--- src/rtl/core/ush_pkg.sv ---
`timescale 1ns / 1ps
`default_nettype none

package ush_pkg;

  // Table index width; the modulus is clamped to 2 .. 2**INDEX_BITS.
  localparam int INDEX_BITS = 15;

  localparam int HASH_W = 15;           // running hash, coefficient, result
  localparam int CH_W   = 8;            // key byte
  localparam int MOD_W  = HASH_W + 1;   // modulus incl. 2**15
  localparam int DVD_W  = 2 * HASH_W;   // a*h + c stays below 2**30

  // Remainder unit retires two dividend bits per cycle.
  localparam int DIV_STEPS = DVD_W / 2;
  localparam int STEP_W    = $clog2(DIV_STEPS);

  localparam int QUEUE_DEPTH = 2;       // power of two, pointers wrap
  localparam int QPTR_W      = $clog2(QUEUE_DEPTH);
  localparam int QCNT_W      = $clog2(QUEUE_DEPTH + 1);

  localparam logic [HASH_W-1:0] START_COEFF = HASH_W'(31415);
  localparam logic [HASH_W-1:0] COEFF_STEP  = HASH_W'(27183);
  localparam logic [MOD_W-1:0]  TABLE_SIZE_RESET = MOD_W'(101);
  localparam logic [MOD_W-1:0]  MOD_MIN   = MOD_W'(2);
  localparam logic [MOD_W-1:0]  MOD_LIMIT = MOD_W'(1 << INDEX_BITS);

  typedef enum logic {
    KIND_CHAR = 1'b0,
    KIND_END  = 1'b1
  } item_kind_t;

  typedef struct packed {
    item_kind_t        kind;
    logic [CH_W-1:0]   ch;
  } q_entry_t;

  typedef enum logic [1:0] {
    ST_IDLE = 2'd0,
    ST_DIV  = 2'd1,
    ST_DONE = 2'd2
  } state_t;

endpackage

`default_nettype wire

--- src/rtl/core/universal_string_hash.sv ---
`timescale 1ns / 1ps
`default_nettype none

// Path: an end-of-key transfer goes through the queue, a load into the
//   remainder units, remainder steps at 2 bits each on a 30-bit dividend,
//   and a write-back before out_valid.
// The back end takes one item at a time, on two remainder units in parallel.
// Reset (rst_n low, synchronous): queue and output empty, hash 0,
//   coefficient 31415, table_size 101.

module universal_string_hash (
  input  wire                             clk,
  input  wire                             rst_n,
  // input channel: one key byte or end-of-key marker per transfer
  input  wire                             in_valid,
  output logic                            in_ready,
  input  wire                             in_op,
  input  wire  [ush_pkg::CH_W-1:0]        in_ch,
  // result channel: one hash per finished key
  output logic                            out_valid,
  input  wire                             out_ready,
  output logic [ush_pkg::HASH_W-1:0]      out_hash,
  // table_size register
  input  wire                             cfg_wr_en,
  input  wire  [ush_pkg::MOD_W-1:0]       cfg_wr_data
);

  logic [ush_pkg::MOD_W-1:0]  table_size_r;
  logic [ush_pkg::MOD_W-1:0]  mod_m;
  logic                       q_valid, q_ready;
  ush_pkg::q_entry_t          q_entry;

  always_ff @(posedge clk) begin
    if (!rst_n) begin
      table_size_r <= ush_pkg::TABLE_SIZE_RESET;
    end else if (cfg_wr_en) begin
      table_size_r <= cfg_wr_data;
    end
  end

  // Effective modulus: 0 and 1 act as 2, anything past 2**INDEX_BITS is
  // clamped. User must change config only while idle; not enforced here.
  always_comb begin
    priority if (table_size_r < ush_pkg::MOD_MIN) begin
      mod_m = ush_pkg::MOD_MIN;
    end else if (table_size_r > ush_pkg::MOD_LIMIT) begin
      mod_m = ush_pkg::MOD_LIMIT;
    end else begin
      mod_m = table_size_r;
    end
  end

  // Front end: takes transfers and queues them, so input keeps flowing
  // while the back end grinds through a remainder, until the queue fills.
  ush_front u_front (
    .clk       (clk),
    .rst_n     (rst_n),
    .in_valid  (in_valid),
    .in_ready  (in_ready),
    .in_op     (in_op),
    .in_ch     (in_ch),
    .q_valid_o (q_valid),
    .q_ready_i (q_ready),
    .q_entry_o (q_entry)
  );

  // Back end: h = (a*h + c) mod M, a = (a*27183) mod (M-1); on end of key
  // emits h mod M into an output register and restarts the key.
  ush_back u_back (
    .clk       (clk),
    .rst_n     (rst_n),
    .mod_m_i   (mod_m),
    .q_valid_i (q_valid),
    .q_ready_o (q_ready),
    .q_entry_i (q_entry),
    .out_valid (out_valid),
    .out_ready (out_ready),
    .out_hash  (out_hash)
  );

endmodule

`default_nettype wire

--- src/rtl/core/ush_front.sv ---
`timescale 1ns / 1ps
`default_nettype none

// Accepts input transfers, tags them as key byte or end of key, and
// buffers them in a small FIFO for the back end.
module ush_front (
  input  wire                             clk,
  input  wire                             rst_n,
  input  wire                             in_valid,
  output logic                            in_ready,
  input  wire                             in_op,
  input  wire  [ush_pkg::CH_W-1:0]        in_ch,
  output logic                            q_valid_o,
  input  wire                             q_ready_i,
  output ush_pkg::q_entry_t               q_entry_o
);

  ush_pkg::q_entry_t                  mem_r [ush_pkg::QUEUE_DEPTH];
  logic [ush_pkg::QPTR_W-1:0]         wr_ptr_r, wr_ptr_nxt;
  logic [ush_pkg::QPTR_W-1:0]         rd_ptr_r, rd_ptr_nxt;
  logic [ush_pkg::QCNT_W-1:0]         cnt_r, cnt_nxt;
  ush_pkg::q_entry_t                  entry_in;
  logic                               push, pop;

  assign in_ready  = (cnt_r != ush_pkg::QCNT_W'(ush_pkg::QUEUE_DEPTH));
  assign q_valid_o = (cnt_r != '0);
  assign q_entry_o = mem_r[rd_ptr_r];
  assign push      = in_valid && in_ready;
  assign pop       = q_valid_o && q_ready_i;

  always_comb begin
    entry_in.kind = in_op ? ush_pkg::KIND_END : ush_pkg::KIND_CHAR;
    entry_in.ch   = in_ch;
  end

  always_comb begin
    wr_ptr_nxt = push ? wr_ptr_r + 1'b1 : wr_ptr_r;
    rd_ptr_nxt = pop ? rd_ptr_r + 1'b1 : rd_ptr_r;
    cnt_nxt    = cnt_r;
    if (push && !pop) begin
      cnt_nxt = cnt_r + 1'b1;
    end else if (pop && !push) begin
      cnt_nxt = cnt_r - 1'b1;
    end
  end

  always_ff @(posedge clk) begin
    if (!rst_n) begin
      wr_ptr_r <= '0;
      rd_ptr_r <= '0;
      cnt_r    <= '0;
    end else begin
      wr_ptr_r <= wr_ptr_nxt;
      rd_ptr_r <= rd_ptr_nxt;
      cnt_r    <= cnt_nxt;
    end
  end

  always_ff @(posedge clk) begin
    if (push) begin
      mem_r[wr_ptr_r] <= entry_in;
    end
  end

  // fill level tracks pointer distance
  a_cnt_ptr: assert property (@(posedge clk) disable iff (!rst_n)
    (cnt_r == '0 || cnt_r == ush_pkg::QCNT_W'(ush_pkg::QUEUE_DEPTH))
      |-> (wr_ptr_r == rd_ptr_r))
    else $error("queue count disagrees with pointers");

endmodule

`default_nettype wire

--- src/rtl/core/ush_mod_unit.sv ---
`timescale 1ns / 1ps
`default_nettype none

// Restoring remainder unit, two dividend bits per step, MSB first.
// Divisor is latched at start; remainder is final after DIV_STEPS steps.
module ush_mod_unit (
  input  wire                             clk,
  input  wire                             rst_n,
  input  wire                             start_i,
  input  wire                             step_i,
  input  wire  [ush_pkg::DVD_W-1:0]       dividend_i,
  input  wire  [ush_pkg::MOD_W-1:0]       divisor_i,
  output logic [ush_pkg::HASH_W-1:0]      rem_o
);

  logic [ush_pkg::DVD_W-1:0]   dvd_r, dvd_nxt;
  logic [ush_pkg::MOD_W-1:0]   div_r, div_nxt;
  logic [ush_pkg::HASH_W-1:0]  rem_r, rem_nxt;
  logic [ush_pkg::MOD_W-1:0]   t1, t2;
  logic [ush_pkg::HASH_W-1:0]  r1, r2;

  always_comb begin
    t1 = {rem_r, dvd_r[ush_pkg::DVD_W-1]};
    r1 = (t1 >= div_r) ? ush_pkg::HASH_W'(t1 - div_r) : t1[ush_pkg::HASH_W-1:0];
    t2 = {r1, dvd_r[ush_pkg::DVD_W-2]};
    r2 = (t2 >= div_r) ? ush_pkg::HASH_W'(t2 - div_r) : t2[ush_pkg::HASH_W-1:0];
  end

  always_comb begin
    dvd_nxt = dvd_r;
    div_nxt = div_r;
    rem_nxt = rem_r;
    if (start_i) begin
      dvd_nxt = dividend_i;
      div_nxt = divisor_i;
      rem_nxt = '0;
    end else if (step_i) begin
      dvd_nxt = {dvd_r[ush_pkg::DVD_W-3:0], 2'b00};
      rem_nxt = r2;
    end
  end

  always_ff @(posedge clk) begin
    if (!rst_n) begin
      div_r <= ush_pkg::MOD_W'(1);
      rem_r <= '0;
    end else begin
      div_r <= div_nxt;
      rem_r <= rem_nxt;
    end
  end

  always_ff @(posedge clk) begin
    dvd_r <= dvd_nxt;
  end

  assign rem_o = rem_r;

  a_rem_below_div: assert property (@(posedge clk) disable iff (!rst_n)
    (div_r != '0) |-> (ush_pkg::MOD_W'(rem_r) < div_r))
    else $error("partial remainder not below divisor");

  a_start_clears: assert property (@(posedge clk) disable iff (!rst_n)
    start_i |=> (rem_r == '0))
    else $error("remainder not cleared at start");

endmodule

`default_nettype wire

--- src/rtl/core/ush_back.sv ---
`timescale 1ns / 1ps
`default_nettype none

// Executes queued items: a multiply loaded into the units at start, DIV_STEPS
// remainder steps on two parallel units (hash mod M, coefficient mod M-1),
// then write-back or result load.
module ush_back (
  input  wire                             clk,
  input  wire                             rst_n,
  input  wire  [ush_pkg::MOD_W-1:0]       mod_m_i,
  input  wire                             q_valid_i,
  output logic                            q_ready_o,
  input  ush_pkg::q_entry_t               q_entry_i,
  output logic                            out_valid,
  input  wire                             out_ready,
  output logic [ush_pkg::HASH_W-1:0]      out_hash
);

  ush_pkg::state_t              state_r, state_nxt;
  ush_pkg::item_kind_t          kind_r;
  logic [ush_pkg::STEP_W-1:0]   cnt_r, cnt_nxt;
  logic [ush_pkg::HASH_W-1:0]   hash_r, hash_nxt;
  logic [ush_pkg::HASH_W-1:0]   coef_r, coef_nxt;
  logic                         out_valid_r, out_valid_nxt;
  logic [ush_pkg::HASH_W-1:0]   out_hash_r;

  logic                         div_start, div_step, upd_char, out_load;
  logic                         out_free, last_step;
  logic [ush_pkg::DVD_W-1:0]    prod_h, prod_a;
  logic [ush_pkg::MOD_W-1:0]    mod_m1;
  logic [ush_pkg::HASH_W-1:0]   rem_h, rem_a;

  assign out_free  = !out_valid_r || out_ready;
  assign last_step = (cnt_r == ush_pkg::STEP_W'(ush_pkg::DIV_STEPS - 1));
  assign mod_m1    = mod_m_i - 1'b1;

  // end of key just re-reduces the running hash against the current M
  always_comb begin
    if (q_entry_i.kind == ush_pkg::KIND_END) begin
      prod_h = ush_pkg::DVD_W'(hash_r);
    end else begin
      prod_h = ush_pkg::DVD_W'(coef_r) * ush_pkg::DVD_W'(hash_r)
             + ush_pkg::DVD_W'(q_entry_i.ch);
    end
    prod_a = ush_pkg::DVD_W'(coef_r) * ush_pkg::DVD_W'(ush_pkg::COEFF_STEP);
  end

  ush_mod_unit u_mod_h (
    .clk        (clk),
    .rst_n      (rst_n),
    .start_i    (div_start),
    .step_i     (div_step),
    .dividend_i (prod_h),
    .divisor_i  (mod_m_i),
    .rem_o      (rem_h)
  );

  ush_mod_unit u_mod_a (
    .clk        (clk),
    .rst_n      (rst_n),
    .start_i    (div_start),
    .step_i     (div_step),
    .dividend_i (prod_a),
    .divisor_i  (mod_m1),
    .rem_o      (rem_a)
  );

  // next state
  always_comb begin
    state_nxt = state_r;
    unique case (state_r)
      ush_pkg::ST_IDLE: begin
        if (q_valid_i) begin
          state_nxt = ush_pkg::ST_DIV;
        end
      end
      ush_pkg::ST_DIV: begin
        if (last_step) begin
          state_nxt = ush_pkg::ST_DONE;
        end
      end
      ush_pkg::ST_DONE: begin
        if (kind_r == ush_pkg::KIND_CHAR || out_free) begin
          state_nxt = ush_pkg::ST_IDLE;
        end
      end
      default: begin
        state_nxt = ush_pkg::ST_IDLE;
      end
    endcase
  end

  // outputs
  always_comb begin
    q_ready_o = 1'b0;
    div_start = 1'b0;
    div_step  = 1'b0;
    upd_char  = 1'b0;
    out_load  = 1'b0;
    unique case (state_r)
      ush_pkg::ST_IDLE: begin
        q_ready_o = 1'b1;
        div_start = q_valid_i;
      end
      ush_pkg::ST_DIV: begin
        div_step = 1'b1;
      end
      ush_pkg::ST_DONE: begin
        if (kind_r == ush_pkg::KIND_CHAR) begin
          upd_char = 1'b1;
        end else begin
          out_load = out_free;
        end
      end
      default: begin
        q_ready_o = 1'b0;
      end
    endcase
  end

  always_comb begin
    cnt_nxt = div_start ? '0 : (div_step ? cnt_r + 1'b1 : cnt_r);
    hash_nxt = hash_r;
    coef_nxt = coef_r;
    if (upd_char) begin
      hash_nxt = rem_h;
      coef_nxt = rem_a;
    end else if (out_load) begin
      hash_nxt = '0;
      coef_nxt = ush_pkg::START_COEFF;
    end
    out_valid_nxt = out_load || (out_valid_r && !out_ready);
  end

  always_ff @(posedge clk) begin
    if (!rst_n) begin
      state_r     <= ush_pkg::ST_IDLE;
      cnt_r       <= '0;
      hash_r      <= '0;
      coef_r      <= ush_pkg::START_COEFF;
      out_valid_r <= 1'b0;
    end else begin
      state_r     <= state_nxt;
      cnt_r       <= cnt_nxt;
      hash_r      <= hash_nxt;
      coef_r      <= coef_nxt;
      out_valid_r <= out_valid_nxt;
    end
  end

  always_ff @(posedge clk) begin
    if (div_start) begin
      kind_r <= q_entry_i.kind;
    end
    if (out_load) begin
      out_hash_r <= rem_h;
    end
  end

  assign out_valid = out_valid_r;
  assign out_hash  = out_hash_r;

  a_step_range: assert property (@(posedge clk) disable iff (!rst_n)
    (state_r == ush_pkg::ST_DIV) |-> (cnt_r < ush_pkg::STEP_W'(ush_pkg::DIV_STEPS)))
    else $error("remainder step count out of range");

  a_key_restart: assert property (@(posedge clk) disable iff (!rst_n)
    out_load |=> (out_valid_r && hash_r == '0 && coef_r == ush_pkg::START_COEFF))
    else $error("state not restored after end of key");

endmodule

`default_nettype wire

--- config.mk ---
export PLATFORM = sky130hd
export DESIGN_NAME = universal_string_hash
export DESIGN_NICKNAME = d
export VERILOG_FILES = /design/src/rtl/core/ush_pkg.sv /design/src/rtl/core/universal_string_hash.sv /design/src/rtl/core/ush_front.sv /design/src/rtl/core/ush_mod_unit.sv /design/src/rtl/core/ush_back.sv
export SDC_FILE = /design/constraint.sdc
export NUM_CORES = 1
export LEC_CHECK = 0
export BUFFER_PORTS_ARGS = -buffer_cell sky130_fd_sc_hd__clkbuf_2
export CAP_MARGIN = 5
export CORE_ASPECT_RATIO = 0.75
export CORE_MARGIN = 4
export CORE_UTILIZATION = 60
export DETAILED_ROUTE_END_ITERATION = 10
export PLACE_DENSITY = 0.77
export SLEW_MARGIN = 20
export SYNTH_ARGS = -nofsm -noshare
export SYNTH_HDL_FRONTEND = slang
export SYNTH_SLANG_ARGS = --single-unit
--- constraint.sdc ---
create_clock -name clk -period 6.6 [get_ports clk]
set_input_delay 0 -clock clk [delete_from_list [all_inputs] [get_ports clk]]
set_output_delay 0 -clock clk [all_outputs]
set_load 0.01 [all_outputs]
# --- Yosys cells after proc, flatten, opt, wreduce, memory -nomap -nowiden ---
# Memories as Yosys holds them, arrays and structs flattened. A register that Yosys moved wholly into a read port is not among the register bits.
# Index checks and enable logic that the tools add are counted.
word_totals:
  ff_bits: 195
  mem_count: 1
  mem_bits_rw: 18
classes:
  n_reduce_logical: 19
  muxes: 33
  n_mul: 2
  addsub: 11
  order_cmp: 6
  n_bitwise: 2
  eq_ne: 7
memory_table:
  columns: ["name", "depth", "width", "read_ports", "rd_ports_with_merged_regs", "write_ports", "line", "text"]
  rows:
  - ["u_front.mem_r", 2, 9, 1, 1, 1, "ush_front.sv:18", "ush_pkg::q_entry_t mem_r [ush_pkg::QUEUE_DEPTH];"]
op_table:
  columns: ["cell", "n"]
  rows:
  - ["2-to-1 mux 30 bit", 5]
  - ["2-to-1 mux 15 bit", 8]
  - [">= comparator 16 bit", 4]
  - ["subtractor 15 bit", 4]
  - ["2-to-1 mux 16 bit", 2]
  - ["adder 30 x 8 -> 30 bit", 1]
  - ["multiplier 15 x 15 -> 30 bit", 1]
  - ["multiplier 15 x 15 -> 30 bit, second input constant", 1]
  - ["> comparator 16 bit, second input constant", 1]
  - ["< comparator 16 x 2 -> 1 bit, second input constant", 1]
  - ["subtractor 16 x 1 -> 16 bit, second input constant", 1]
  - ["2-to-1 mux 1 bit", 12]
  - ["2-to-1 mux 2 bit", 5]
  - ["nonzero test 2 bit", 4]
  - ["inequality test 2 x 1 -> 1 bit, second input constant", 3]
  - ["one-hot mux 2 bit (3 select lines)", 1]
  - ["logical AND 1 bit", 5]
  - ["adder 4 x 1 -> 4 bit, second input constant", 1]
  - ["equality test 4 bit, second input constant", 1]
  - ["logical NOT 1 bit", 4]
  - ["logical OR 1 bit", 3]
  - ["AND reduction 3 bit", 1]
  - ["adder 1 bit, second input constant", 2]
  - ["adder 2 x 1 -> 2 bit, second input constant", 1]
  - ["7 further kinds", 8]

# --- Depth between registers and ports, before layout ---
# Gate-level depths: netlist (run 1).
logic_depth:
  depth_word: 6
  ltp_mapped: 25

# --- Hierarchy ---
# A second synthesis (run 1) with hierarchy kept.
hier_totals:
  hier_cells: 2688
  area_unflattened_um2: 24995.2
by_module_without_submodules:
  columns: ["module", "cells_each", "seq_area_each_um2", "area_per_inst_um2", "n_inst"]
  rows:
  - ["ush_back", 1699, 1221.2, 14941.8, 1]
  - ["ush_mod_unit at u_back.u_mod_h", 426, 1521.5, 4191.5, 1]
  - ["ush_mod_unit at u_back.u_mod_a", 434, 1521.5, 4182.8, 1]
  - ["ush_front", 52, 640.6, 889.6, 1]
  - ["universal_string_hash", 77, 320.3, 789.5, 1]

# --- Worst setup path after synthesis (run 1) ---
# OpenSTA, ideal clock, no wires.
synth_timing:
  kind: "reg2reg"
  startpoint: "reg u_back.coef_r[8] (netlist name)"
  endpoint: "reg u_back.u_mod_h.dvd_r[22] (netlist name), data pin"
  arrival_time_ns: 5.755
  stages_incl_launch_ff: 23
  slack_ns: 0.589
  required_time_ns: 6.344
  setup_ns: 0.256
  cell_sequence: "dfxtp_1 > clkbuf_1 > nand2_1 > fa_1 > fa_1 > inv_1 > fa_1 > inv_1 > fa_1 > inv_1 > fa_1 > inv_1 > fa_1 > inv_1 > ha_1 > o21ai_0 > a21oi_1 > o21a_1 > a211oi_1 > o21bai_1 > a41oi_1 > xnor2_1 > a22o_1"
synth_via:
  elab_chain_cells: 4
synth_lines:
  columns: ["element", "line", "text"]
  rows:
  - ["from (decl)", "ush_back.sv:23", "logic [ush_pkg::HASH_W-1:0] coef_r, coef_nxt;"]
  - ["from (signal assigned)", "ush_back.sv:140", "coef_r <= ush_pkg::START_COEFF;"]
  - ["from (signal assigned)", "ush_back.sv:146", "coef_r <= coef_nxt;"]
  - ["multiplier 15 x 15 -> 30 bit", "ush_back.sv:42", "prod_h = ush_pkg::DVD_W'(coef_r) * ush_pkg::DVD_W'(hash_r)"]
  - ["adder 30 x 8 -> 30 bit", "ush_back.sv:43", "+ ush_pkg::DVD_W'(q_entry_i.ch);"]
  - ["2-to-1 mux 30 bit", "ush_back.sv:39", "if (q_entry_i.kind == ush_pkg::KIND_END) begin"]
  - ["2-to-1 mux 30 bit", "ush_mod_unit.sv:33", "if (start_i) begin"]
  - ["net u_back.u_mod_h.dvd_nxt (one bit)", "ush_mod_unit.sv:16", "logic [ush_pkg::DVD_W-1:0] dvd_r, dvd_nxt;"]
  - ["to (signal assigned)", "ush_mod_unit.sv:54", "dvd_r <= dvd_nxt;"]
  - ["to (decl)", "ush_mod_unit.sv:16", null]
# The timed path passes the listed nets, and every way through them passes these cells.
# A chain may end at the register's enable or synchronous reset.

# --- Worst setup path in the final report (run 1) ---
layout_timing:
  startpoint: "reg u_back.hash_r[0] (netlist name)"
  endpoint: "reg u_back.u_mod_h.dvd_r[26] (netlist name), data pin"
layout_via:
  elab_chain_cells: 4
layout_lines:
  columns: ["element", "line", "text"]
  rows:
  - ["from (decl)", "ush_back.sv:22", "logic [ush_pkg::HASH_W-1:0] hash_r, hash_nxt;"]
  - ["from (signal assigned)", "ush_back.sv:145", "hash_r <= hash_nxt;"]
  - ["multiplier 15 x 15 -> 30 bit", "ush_back.sv:42", null]
  - ["adder 30 x 8 -> 30 bit", "ush_back.sv:43", null]
  - ["2-to-1 mux 30 bit", "ush_back.sv:39", null]
  - ["2-to-1 mux 30 bit", "ush_mod_unit.sv:33", null]
  - ["net u_back.u_mod_h.dvd_nxt (one bit)", "ush_mod_unit.sv:16", null]
# The timed path passes the listed nets, and every way through them passes these cells.

==> summary.log, run 1 <==
INFO  worst_hold_path min_from=cfg_wr_en
INFO  layout         drive_gt1_share=7.15%
INFO  critical_path  cp-start-kind=flip-flop
INFO  power_and_ir_drop comb_power_share=76.2%
INFO  critical_path  max_stage_delay=550ps
INFO  power_and_ir_drop p_switching=0.00757W
INFO  yosys          synth_flop_cell=sky130_fd_sc_hd__dfxtp_1
INFO  yosys          asr_flop_ratio_synth=0%
INFO  grt            antenna_violations_before_repair=0
INFO  critical_path  reg2reg_setup_slack=260ps
INFO  grt            grt_most_used_layer=met2
INFO  floorplan      fp.coreArea=0.0400mm2
INFO  floorplan      io_pins=47
INFO  yosys          synth-edff-count=94
INFO  grt            gr-usage-all-layers=28.9%
INFO  sta            period_utilization=96.1%
INFO  sta            timing.setup.tns=0ps
INFO  power_and_ir_drop power_leakage=12.8nW
INFO  detailed_routing final_antenna_net_count=0
INFO  flow_run       max_cap_violations=0
INFO  yosys          synth.cell_area=0.0245mm2
INFO  clocking       cts_inserted_buffers=25
INFO  grt            grt.met1_usage=43.5%
INFO  critical_path  worstPathCellList=buf_4 -> nand2_1 -> fa_1 -> fa_1 -> inv_1 -> ha_1 -> inv_1 -> fa_1 -> inv_1 -> ha_1 -> fa_1 -> ha_1 -> a21oi_1 -> o21ai_0 -> a2111oi_1 -> buf_4 -> o21ai_0 -> a211oi_2 -> o21ai_0 -> o22ai_1 -> xor2_1 -> o31ai_1
INFO  sta            rsz0062_at_grt=no
INFO  power_and_ir_drop power.ir.vdd_worst=739uV
INFO  sta            clock_tree_skew_after_final_layout=24.1ps
INFO  critical_path  crit_slowest_cell=sky130_fd_sc_hd__fa_1
INFO  power_and_ir_drop sequentialPowerShare=14.8%
INFO  critical_path  timing_worst_setup_path_type=reg -> reg
INFO  clocking       cts_root_buffer=sky130_fd_sc_hd__clkbuf_16
INFO  grt            globalRouteMet3Util=5.77%
INFO  clocking       cts_post_setup_buffers_inserted=0
INFO  layout         num-nets-final=3366
INFO  detailed_routing drc=0
INFO  critical_path  crit_path_start=u_back.hash_r[0]
INFO  critical_path  crit_fanout=11
INFO  yosys          ys_seq_elements=214
INFO  yosys          synth_largest_type_area_fraction=20.7%
INFO  yosys          synth.top_cells.by_area=sky130_fd_sc_hd__fa_1, sky130_fd_sc_hd__ha_1, sky130_fd_sc_hd__edfxtp_1
INFO  yosys          synth_fp_nets=3321
INFO  sta            fmaxAchievable=158MHz
INFO  grt            gr-usage-met2=44.1%
INFO  outcome        status=finished clean
INFO  yosys          postSynthCellCount=2733
INFO  layout         area_growth_syn_to_layout=8.07%
INFO  clocking       clk_path_buf_depth=3
INFO  sta            finalSetupViolCount=0
INFO  detailed_routing drtPass1Iterations=5
INFO  critical_path  regToRegStartpoint=u_back.hash_r[0]
INFO  grt            grt_pass1_wl=104000um
INFO  clocking       clkTransAtPathRegs=60ps
INFO  power_and_ir_drop power.total=0.0149W
INFO  critical_path  required=6870ps
INFO  yosys          synth_area_per_cell=8.98um2
INFO  clocking       clk_latency=560ps
INFO  floorplan      die_height=183um
INFO  power_and_ir_drop pwr-share-clk=9.0%
INFO  clocking       tritoncts=yes
INFO  floorplan      rows=63
INFO  grt            grt_start_max_net_pins=133
INFO  clocking       clock_sinks=214
INFO  layout         final_cell_mix=sky130_fd_sc_hd__inv_1, sky130_fd_sc_hd__ha_1, sky130_fd_sc_hd__nand2_1, sky130_fd_sc_hd__fa_1, sky130_fd_sc_hd__a21oi_1
INFO  clocking       cts_htree_levels=1
INFO  detailed_routing route.detailed.wl_per_inst=18.9um
INFO  layout         diodes=0
INFO  placed_design  gp_routability_congestion=0.923
INFO  floorplan      start_util=61.4%
INFO  placed_design  hpwlAfterDp=49100um
INFO  critical_path  crit_path_frequent_cell=sky130_fd_sc_hd__fa_1
INFO  critical_path  end_kind=flip-flop
INFO  grt            grt_remaining_overflow=0
INFO  critical_path  arrival_worst_endpoint=6610ps
INFO  yosys          synth.distinct_cells=87
INFO  floorplan      die-area=0.0442mm2
INFO  floorplan      width_of_the_die=242um
INFO  worst_hold_path min_path_type=in -> reg
INFO  power_and_ir_drop internal-power=0.00737W
INFO  detailed_routing final_wl=62800um
INFO  sta            finalHoldViolCount=0
INFO  yosys          yosysSeqAreaShare=21.3%
INFO  sta            tightestPinTransition=1040ps
INFO  sta            finalWorstPathRequiredPeriod=6340ps
INFO  detailed_routing routed_via_density=5.91
INFO  layout         final_common_cell=sky130_fd_sc_hd__inv_1
INFO  sta            fin_hold_ws=78.7ps
INFO  power_and_ir_drop power-per-cell-area=563mW/mm2
INFO  power_and_ir_drop swShare=50.7%
INFO  detailed_routing detailroute.via_count=19619
INFO  yosys          post-synth-top-area-cell=sky130_fd_sc_hd__fa_1
INFO  sta            relSlewSlack=30.4%
INFO  yosys          yosysWarningCount=0
INFO  grt            first_global_vias=19734
INFO  sta            final_max_slew_viol_count=0
INFO  placed_design  io_buffers=46
INFO  detailed_routing 1st_iter_drt_viols=1646
[power groups by stage]
stage | clock, W | combinational, W | sequential, W
after floorplan | 0 | 0.00883 | 0.00209
after global placement | 0 | 0.0108 | 0.00222
after detailed placement | 0 | 0.0111 | 0.00223
after CTS | 0.00136 | 0.0112 | 0.00221
after global routing | 0.00142 | 0.0126 | 0.00225
final | 0.00134 | 0.0114 | 0.00221
[synthesized netlist by cell type, drive strengths merged (15+ instances only)]
library cell,count
o21ai,125
xor2,33
fa,254
nor2b,27
nand3,54
buf,16
a21boi,15
edfxtp,94
and2,111
nor2,137
nand2b,16
nand4,16
mux2i,30
nor3,31
o21a,19
dfxtp,120
clkbuf,93
o211ai,17
mux2,19
a21o,61
xnor2,64
inv,438
nand2,295
ha,304
a211oi,28
a21oi,140
[timing repair]
| action | 4_1_cts | 5_1_grt |
|---|---|---|
| hold buffers | 32 | 0 |
| endpoints found under the hold margin | 45 | 0 |
| endpoints found under the setup margin | 0 | 11 |
| resized for setup | 0 | 10 |
[cell families after synthesis]
| family | synth area share, % |
|---|---|
| xor+xnor | 3.46 |
| flops | 21.3 |
| buf+inv | 8.58 |
| mux | 2.13 |
| fa+ha+maj | 36.2 |
| simple gates | 14.5 |
| compound gates | 13.8 |
[worst max-delay path: cells and delay by family (launching register included)]
family                   cells  cell delay, ps
buffers and inverters        5             610
AND/OR/NAND/NOR              1              80
flip-flops                   1             490
adder cells (fa/ha/maj)      7            2660
XOR/XNOR                     1             180
AO/OA/AOI/OAI                8            2020
[area by class of cell]
class                      count  area, um2
multi-input combinational   1970      17300
fill                        3236      13400
clock inverter                16        108
timing repair buffer         128        938
clock buffer                  30        676
tap                          520        651
inverter                     439       1650
sequential                   214       5240
[per-stage QoR]
| step | cell area [um2] | std cells | util, % | worst slack, ps |
|---|---|---|---|---|
| 2_1_floorplan | 24500 | 2733 | - | 589 |
| 3_3_place_gp | 25400 | 3239 | 63.5 | 221 |
| 3_5_place_dp | 25400 | 3239 | 63.5 | 196 |
| 4_1_cts | 26500 | 3317 | 66.3 | 136 |
| 5_1_grt | 26500 | 3317 | 66.4 | 3.44 |
| 6_report | 26500 | 3317 | 66.4 | 257 |
[state kept, by name, summed over array words and instances, names as in the netlist, named ones only]
register / cells
u_back.u_mod_a.dvd_r: 30
u_back.u_mod_h.dvd_r: 30
u_front.mem_r: 18
table_size_r: 16
u_back.u_mod_a.div_r: 16
u_back.u_mod_h.div_r: 16
u_back.coef_r: 15
u_back.hash_r: 15
u_back.out_hash: 15
u_back.u_mod_a.rem_o: 15
u_back.u_mod_h.rem_o: 15
u_back.cnt_r: 4
u_back.state_r: 2
u_front.cnt_r: 2
u_back.kind_r: 1
u_back.out_valid: 1
u_front.rd_ptr_r: 1
u_front.wr_ptr_r: 1
[worst paths after layout]
check	end	depth (start not counted)
setup / recovery	u_back.u_mod_h.dvd_r[26]	22
setup reg to reg	u_back.u_mod_h.dvd_r[26]	22
hold reg to reg	u_back.u_mod_h.div_r[8]	2
hold / removal	table_size_r[1]	3
[routing by layer]
layer | wire [um] | share of wire, %
met3 | 6070 | 9.7
met4 | 1180 | 1.9
met1 | 29100 | 46
met5 | 0 | 0
met2 | 26500 | 42
Note: power is estimated with default switching activity, not from simulation.
==> run 2: changes to the inputs <==
ABC_AREA = 1   (was default)
==> summary.log, run 2 <==
INFO  yosys          synth_fp_nets=4068 [+22%]
INFO  critical_path  cp-start-kind=flip-flop
INFO  yosys          synth_largest_type_area_fraction=19.6% [-1.2 points]
INFO  yosys          synth.cell_area=0.0260mm2 [+5.9%]
INFO  detailed_routing final_wl=74300um [+18%]
INFO  clocking       hold_buffers=46 [+44%]
INFO  critical_path  crit_path_frequent_cell=sky130_fd_sc_hd__fa_1
INFO  clocking       cts_root_buffer=sky130_fd_sc_hd__clkbuf_16
INFO  clocking       cts_inserted_buffers=26 [+4.0%]
INFO  placed_design  hpwlAfterDp=58100um [+18%]
INFO  detailed_routing route.detailed.wl_per_inst=18.1um [-4.6%]
INFO  clocking       post_cts_resized=0 [unchanged]
INFO  floorplan      rows=65 [+3.2%]
INFO  floorplan      io_pins=47 [unchanged]
INFO  sta            fmaxAchievable=164MHz [+3.8%]
INFO  critical_path  crit_fanout=18 [+7]
INFO  detailed_routing routed_via_density=5.57 [-5.8%]
INFO  layout         reg_top3=u_back.u_mod_a.dvd_r (30), u_back.u_mod_h.dvd_r (30), u_front.mem_r (18)
INFO  placed_design  gp_routability_congestion=0.979 [+6.1%]
INFO  detailed_routing drc=0 [unchanged]
INFO  yosys          synth.top_cells.by_area=sky130_fd_sc_hd__fa_1, sky130_fd_sc_hd__ha_1, sky130_fd_sc_hd__nand2_1
INFO  critical_path  end_kind=flip-flop
INFO  sta            period_utilization=92.6% [-3.5 points]
INFO  floorplan      start_util=61.2% [-0.18 points]
INFO  clocking       cts_post_setup_buffers_inserted=0 [unchanged]
INFO  outcome        status=finished clean
INFO  grt            first_global_vias=23275 [+18%]
INFO  yosys          ys_seq_elements=214 [unchanged]
INFO  clocking       clk_path_buf_depth=3 [unchanged]
INFO  sta            finalHoldViolCount=0 [unchanged]
INFO  floorplan      die_height=188um [+2.8%]
INFO  detailed_routing final_antenna_net_count=0 [unchanged]
INFO  yosys          synth_flop_cell=sky130_fd_sc_hd__dfxtp_1
INFO  placed_design  io_buffers=46 [unchanged]
INFO  critical_path  crit_buf_inv=3 [-2]
INFO  grt            grt_remaining_overflow=0 [unchanged]
INFO  yosys          synth_area_per_cell=7.47um2 [-17%]
INFO  grt            gr-usage-all-layers=32.3% [+3.4 points]
INFO  yosys          postSynthCellCount=3480 [+27%]
INFO  yosys          synthTopCellsByCount=sky130_fd_sc_hd__nand2_1, sky130_fd_sc_hd__inv_1, sky130_fd_sc_hd__ha_1
INFO  clocking       clkTransAtPathRegs=60ps [about the same]
INFO  layout         final_cell_mix=sky130_fd_sc_hd__nand2_1, sky130_fd_sc_hd__inv_1, sky130_fd_sc_hd__ha_1, sky130_fd_sc_hd__fa_1, sky130_fd_sc_hd__a21oi_1
INFO  grt            antenna_violations_before_repair=3 [+3]
INFO  layout         final_common_cell=sky130_fd_sc_hd__nand2_1
INFO  layout         area_growth_syn_to_layout=8.09% [about the same]
INFO  critical_path  worst_path_dominant_cell_family=adder cells
INFO  sta            relSlewSlack=34.4% [+4.1 points]
INFO  sta            clock_tree_skew_after_final_layout=23.6ps [-0.425 ps]
INFO  critical_path  required=6910ps [+40 ps]
INFO  detailed_routing drtPass1Iterations=5 [unchanged]
INFO  sta            tightestPinTransition=980ps [-57.6 ps]
INFO  yosys          asr_flop_ratio_synth=0% [unchanged]
INFO  yosys          yosysSeqAreaShare=20.1% [-1.2 points]
INFO  floorplan      fp.coreArea=0.0425mm2 [+6.2%]
INFO  yosys          yosysWarningCount=0 [unchanged]
INFO  sta            rsz0062_at_grt=no
INFO  layout         num-nets-final=4110 [+22%]
INFO  clocking       cts_htree_levels=1 [unchanged]
INFO  detailed_routing detailroute.via_count=22921 [+17%]
INFO  sta            final_max_slew_viol_count=0 [unchanged]
INFO  clocking       clk_latency=570ps [about the same]
INFO  sta            finalSetupViolCount=0 [unchanged]
INFO  detailed_routing 1st_iter_drt_viols=2035 [+24%]
INFO  critical_path  worstPathCellList=nand2_1 -> fa_1 -> inv_1 -> fa_1 -> fa_1 -> fa_1 -> fa_1 -> inv_1 -> fa_1 -> inv_1 -> ha_1 -> nand2_1 -> nor2_1 -> nand2_1 -> o21ai_0 -> nand3_1 -> a21oi_1 -> o21ai_0
INFO  critical_path  crit_slowest_cell=sky130_fd_sc_hd__dfxtp_1
INFO  grt            grt_pass1_wl=121000um [+17%]
INFO  critical_path  max_stage_delay=930ps [+380 ps]
INFO  layout         drive_gt1_share=5.82% [-1.3 points]
INFO  yosys          post-synth-top-area-cell=sky130_fd_sc_hd__fa_1
INFO  yosys          yosysMostFrequentCell=sky130_fd_sc_hd__nand2_1
INFO  critical_path  timing_worst_setup_path_type=reg -> reg
INFO  floorplan      width_of_the_die=248um [+2.8%]
INFO  critical_path  arrival_worst_endpoint=6420ps [-190 ps]
INFO  sta            finalWorstPathRequiredPeriod=6110ps [-234 ps]
INFO  grt            grt_start_max_net_pins=69 [-48%]
INFO  floorplan      die-area=0.0467mm2 [+5.7%]
INFO  clocking       clock_sinks=214 [unchanged]
INFO  flow_run       max_cap_violations=0 [unchanged]
INFO  sta            timing.setup.tns=0ps [unchanged]
INFO  clocking       tritoncts=yes
INFO  yosys          synth-edff-count=94 [unchanged]
INFO  yosys          synth.distinct_cells=56 [-36%]
INFO  worst_hold_path min_path_type=in -> reg
==> run 2: layout make-up <==
| type | count | area [um2] |
|---|---|---|
| multi-input combinational | 2434 | 17600 |
| fill | 3716 | 14400 |
| sequential | 214 | 5230 |
| inverter | 712 | 2670 |
| timing repair buffer | 134 | 1010 |
| clock buffer | 36 | 791 |
| tap | 569 | 712 |
| clock inverter | 12 | 103 |
| antenna | 3 | 7.51 |
==> run 2: per-stage QoR <==
stage / hold WS, ps / area [um2] / util (%) / setup WS [ps] / cells
final: 171 / 28100 / 66.2 / 491 / 4114
after global routing: 190 / 28100 / 66.2 / 154 / 4114
after CTS: 152 / 28100 / 66.1 / 558 / 4111
after detailed placement: 192 / 26700 / 63.0 / 592 / 4017
after global placement: 189 / 26700 / 63.0 / 544 / 4017
after floorplan: 98.9 / 26000 / - / 895 / 3480
==> run 2: logic make-up (layout without fill, tap and decap cells) <==
family | Yosys count | count (layout) | share of synthesized area (%)
AOI/OAI and AO/OA | 436 | 436 | 9.21
adders and majority gates | 558 | 558 | 34.2
muxes | 8 | 8 | 0.337
buffers and inverters | 832 | 894 | 12.3
other | 0 | 3 | 0
xor gates and xnor gates | 54 | 54 | 1.82
and+or+nand+nor | 1378 | 1378 | 22.0
DFF | 214 | 214 | 20.1
==> run 2: routing by layer <==
metal	track usage (%)	vias to the layer above	share of wire, %
li1	-	10969	-
met1	47.3	10872	45
met2	49.4	940	43
met3	6.59	140	9.0
met4	7.50	0	2.4
met5	0	-	0
==> run 2: worst paths after layout <==
kind                                        from                       end  slack [ps]  cells after the start
worst max-delay path            u_back.coef_r[4]  u_back.u_mod_h.dvd_r[29]         490                     18
worst min-delay path                    in_ch[0]       u_front.mem_r[0][0]         170                      2
worst max register to register  u_back.coef_r[4]  u_back.u_mod_h.dvd_r[29]         490                     18
worst min register to register  u_front.rd_ptr_r          u_front.rd_ptr_r         490                      1
==> run 2: worst register-to-register path, stage by stage (launching register included) <==
cell and delay [ps]:
sky130_fd_sc_hd__dfxtp_1 930, sky130_fd_sc_hd__nand2_1 190, sky130_fd_sc_hd__fa_1 540, sky130_fd_sc_hd__inv_1 60
sky130_fd_sc_hd__fa_1 420, sky130_fd_sc_hd__fa_1 480, sky130_fd_sc_hd__fa_1 520, sky130_fd_sc_hd__fa_1 510
sky130_fd_sc_hd__inv_1 50, sky130_fd_sc_hd__fa_1 480, sky130_fd_sc_hd__inv_1 50, sky130_fd_sc_hd__ha_1 330
sky130_fd_sc_hd__nand2_1 110, sky130_fd_sc_hd__nor2_1 180, sky130_fd_sc_hd__nand2_1 70, sky130_fd_sc_hd__o21ai_0 490
sky130_fd_sc_hd__nand3_1 190, sky130_fd_sc_hd__a21oi_1 160, sky130_fd_sc_hd__o21ai_0 100
Power of run 2 is not shown: default switching activity piles up to over one toggle a cycle in this logic, so the estimate is an artifact.
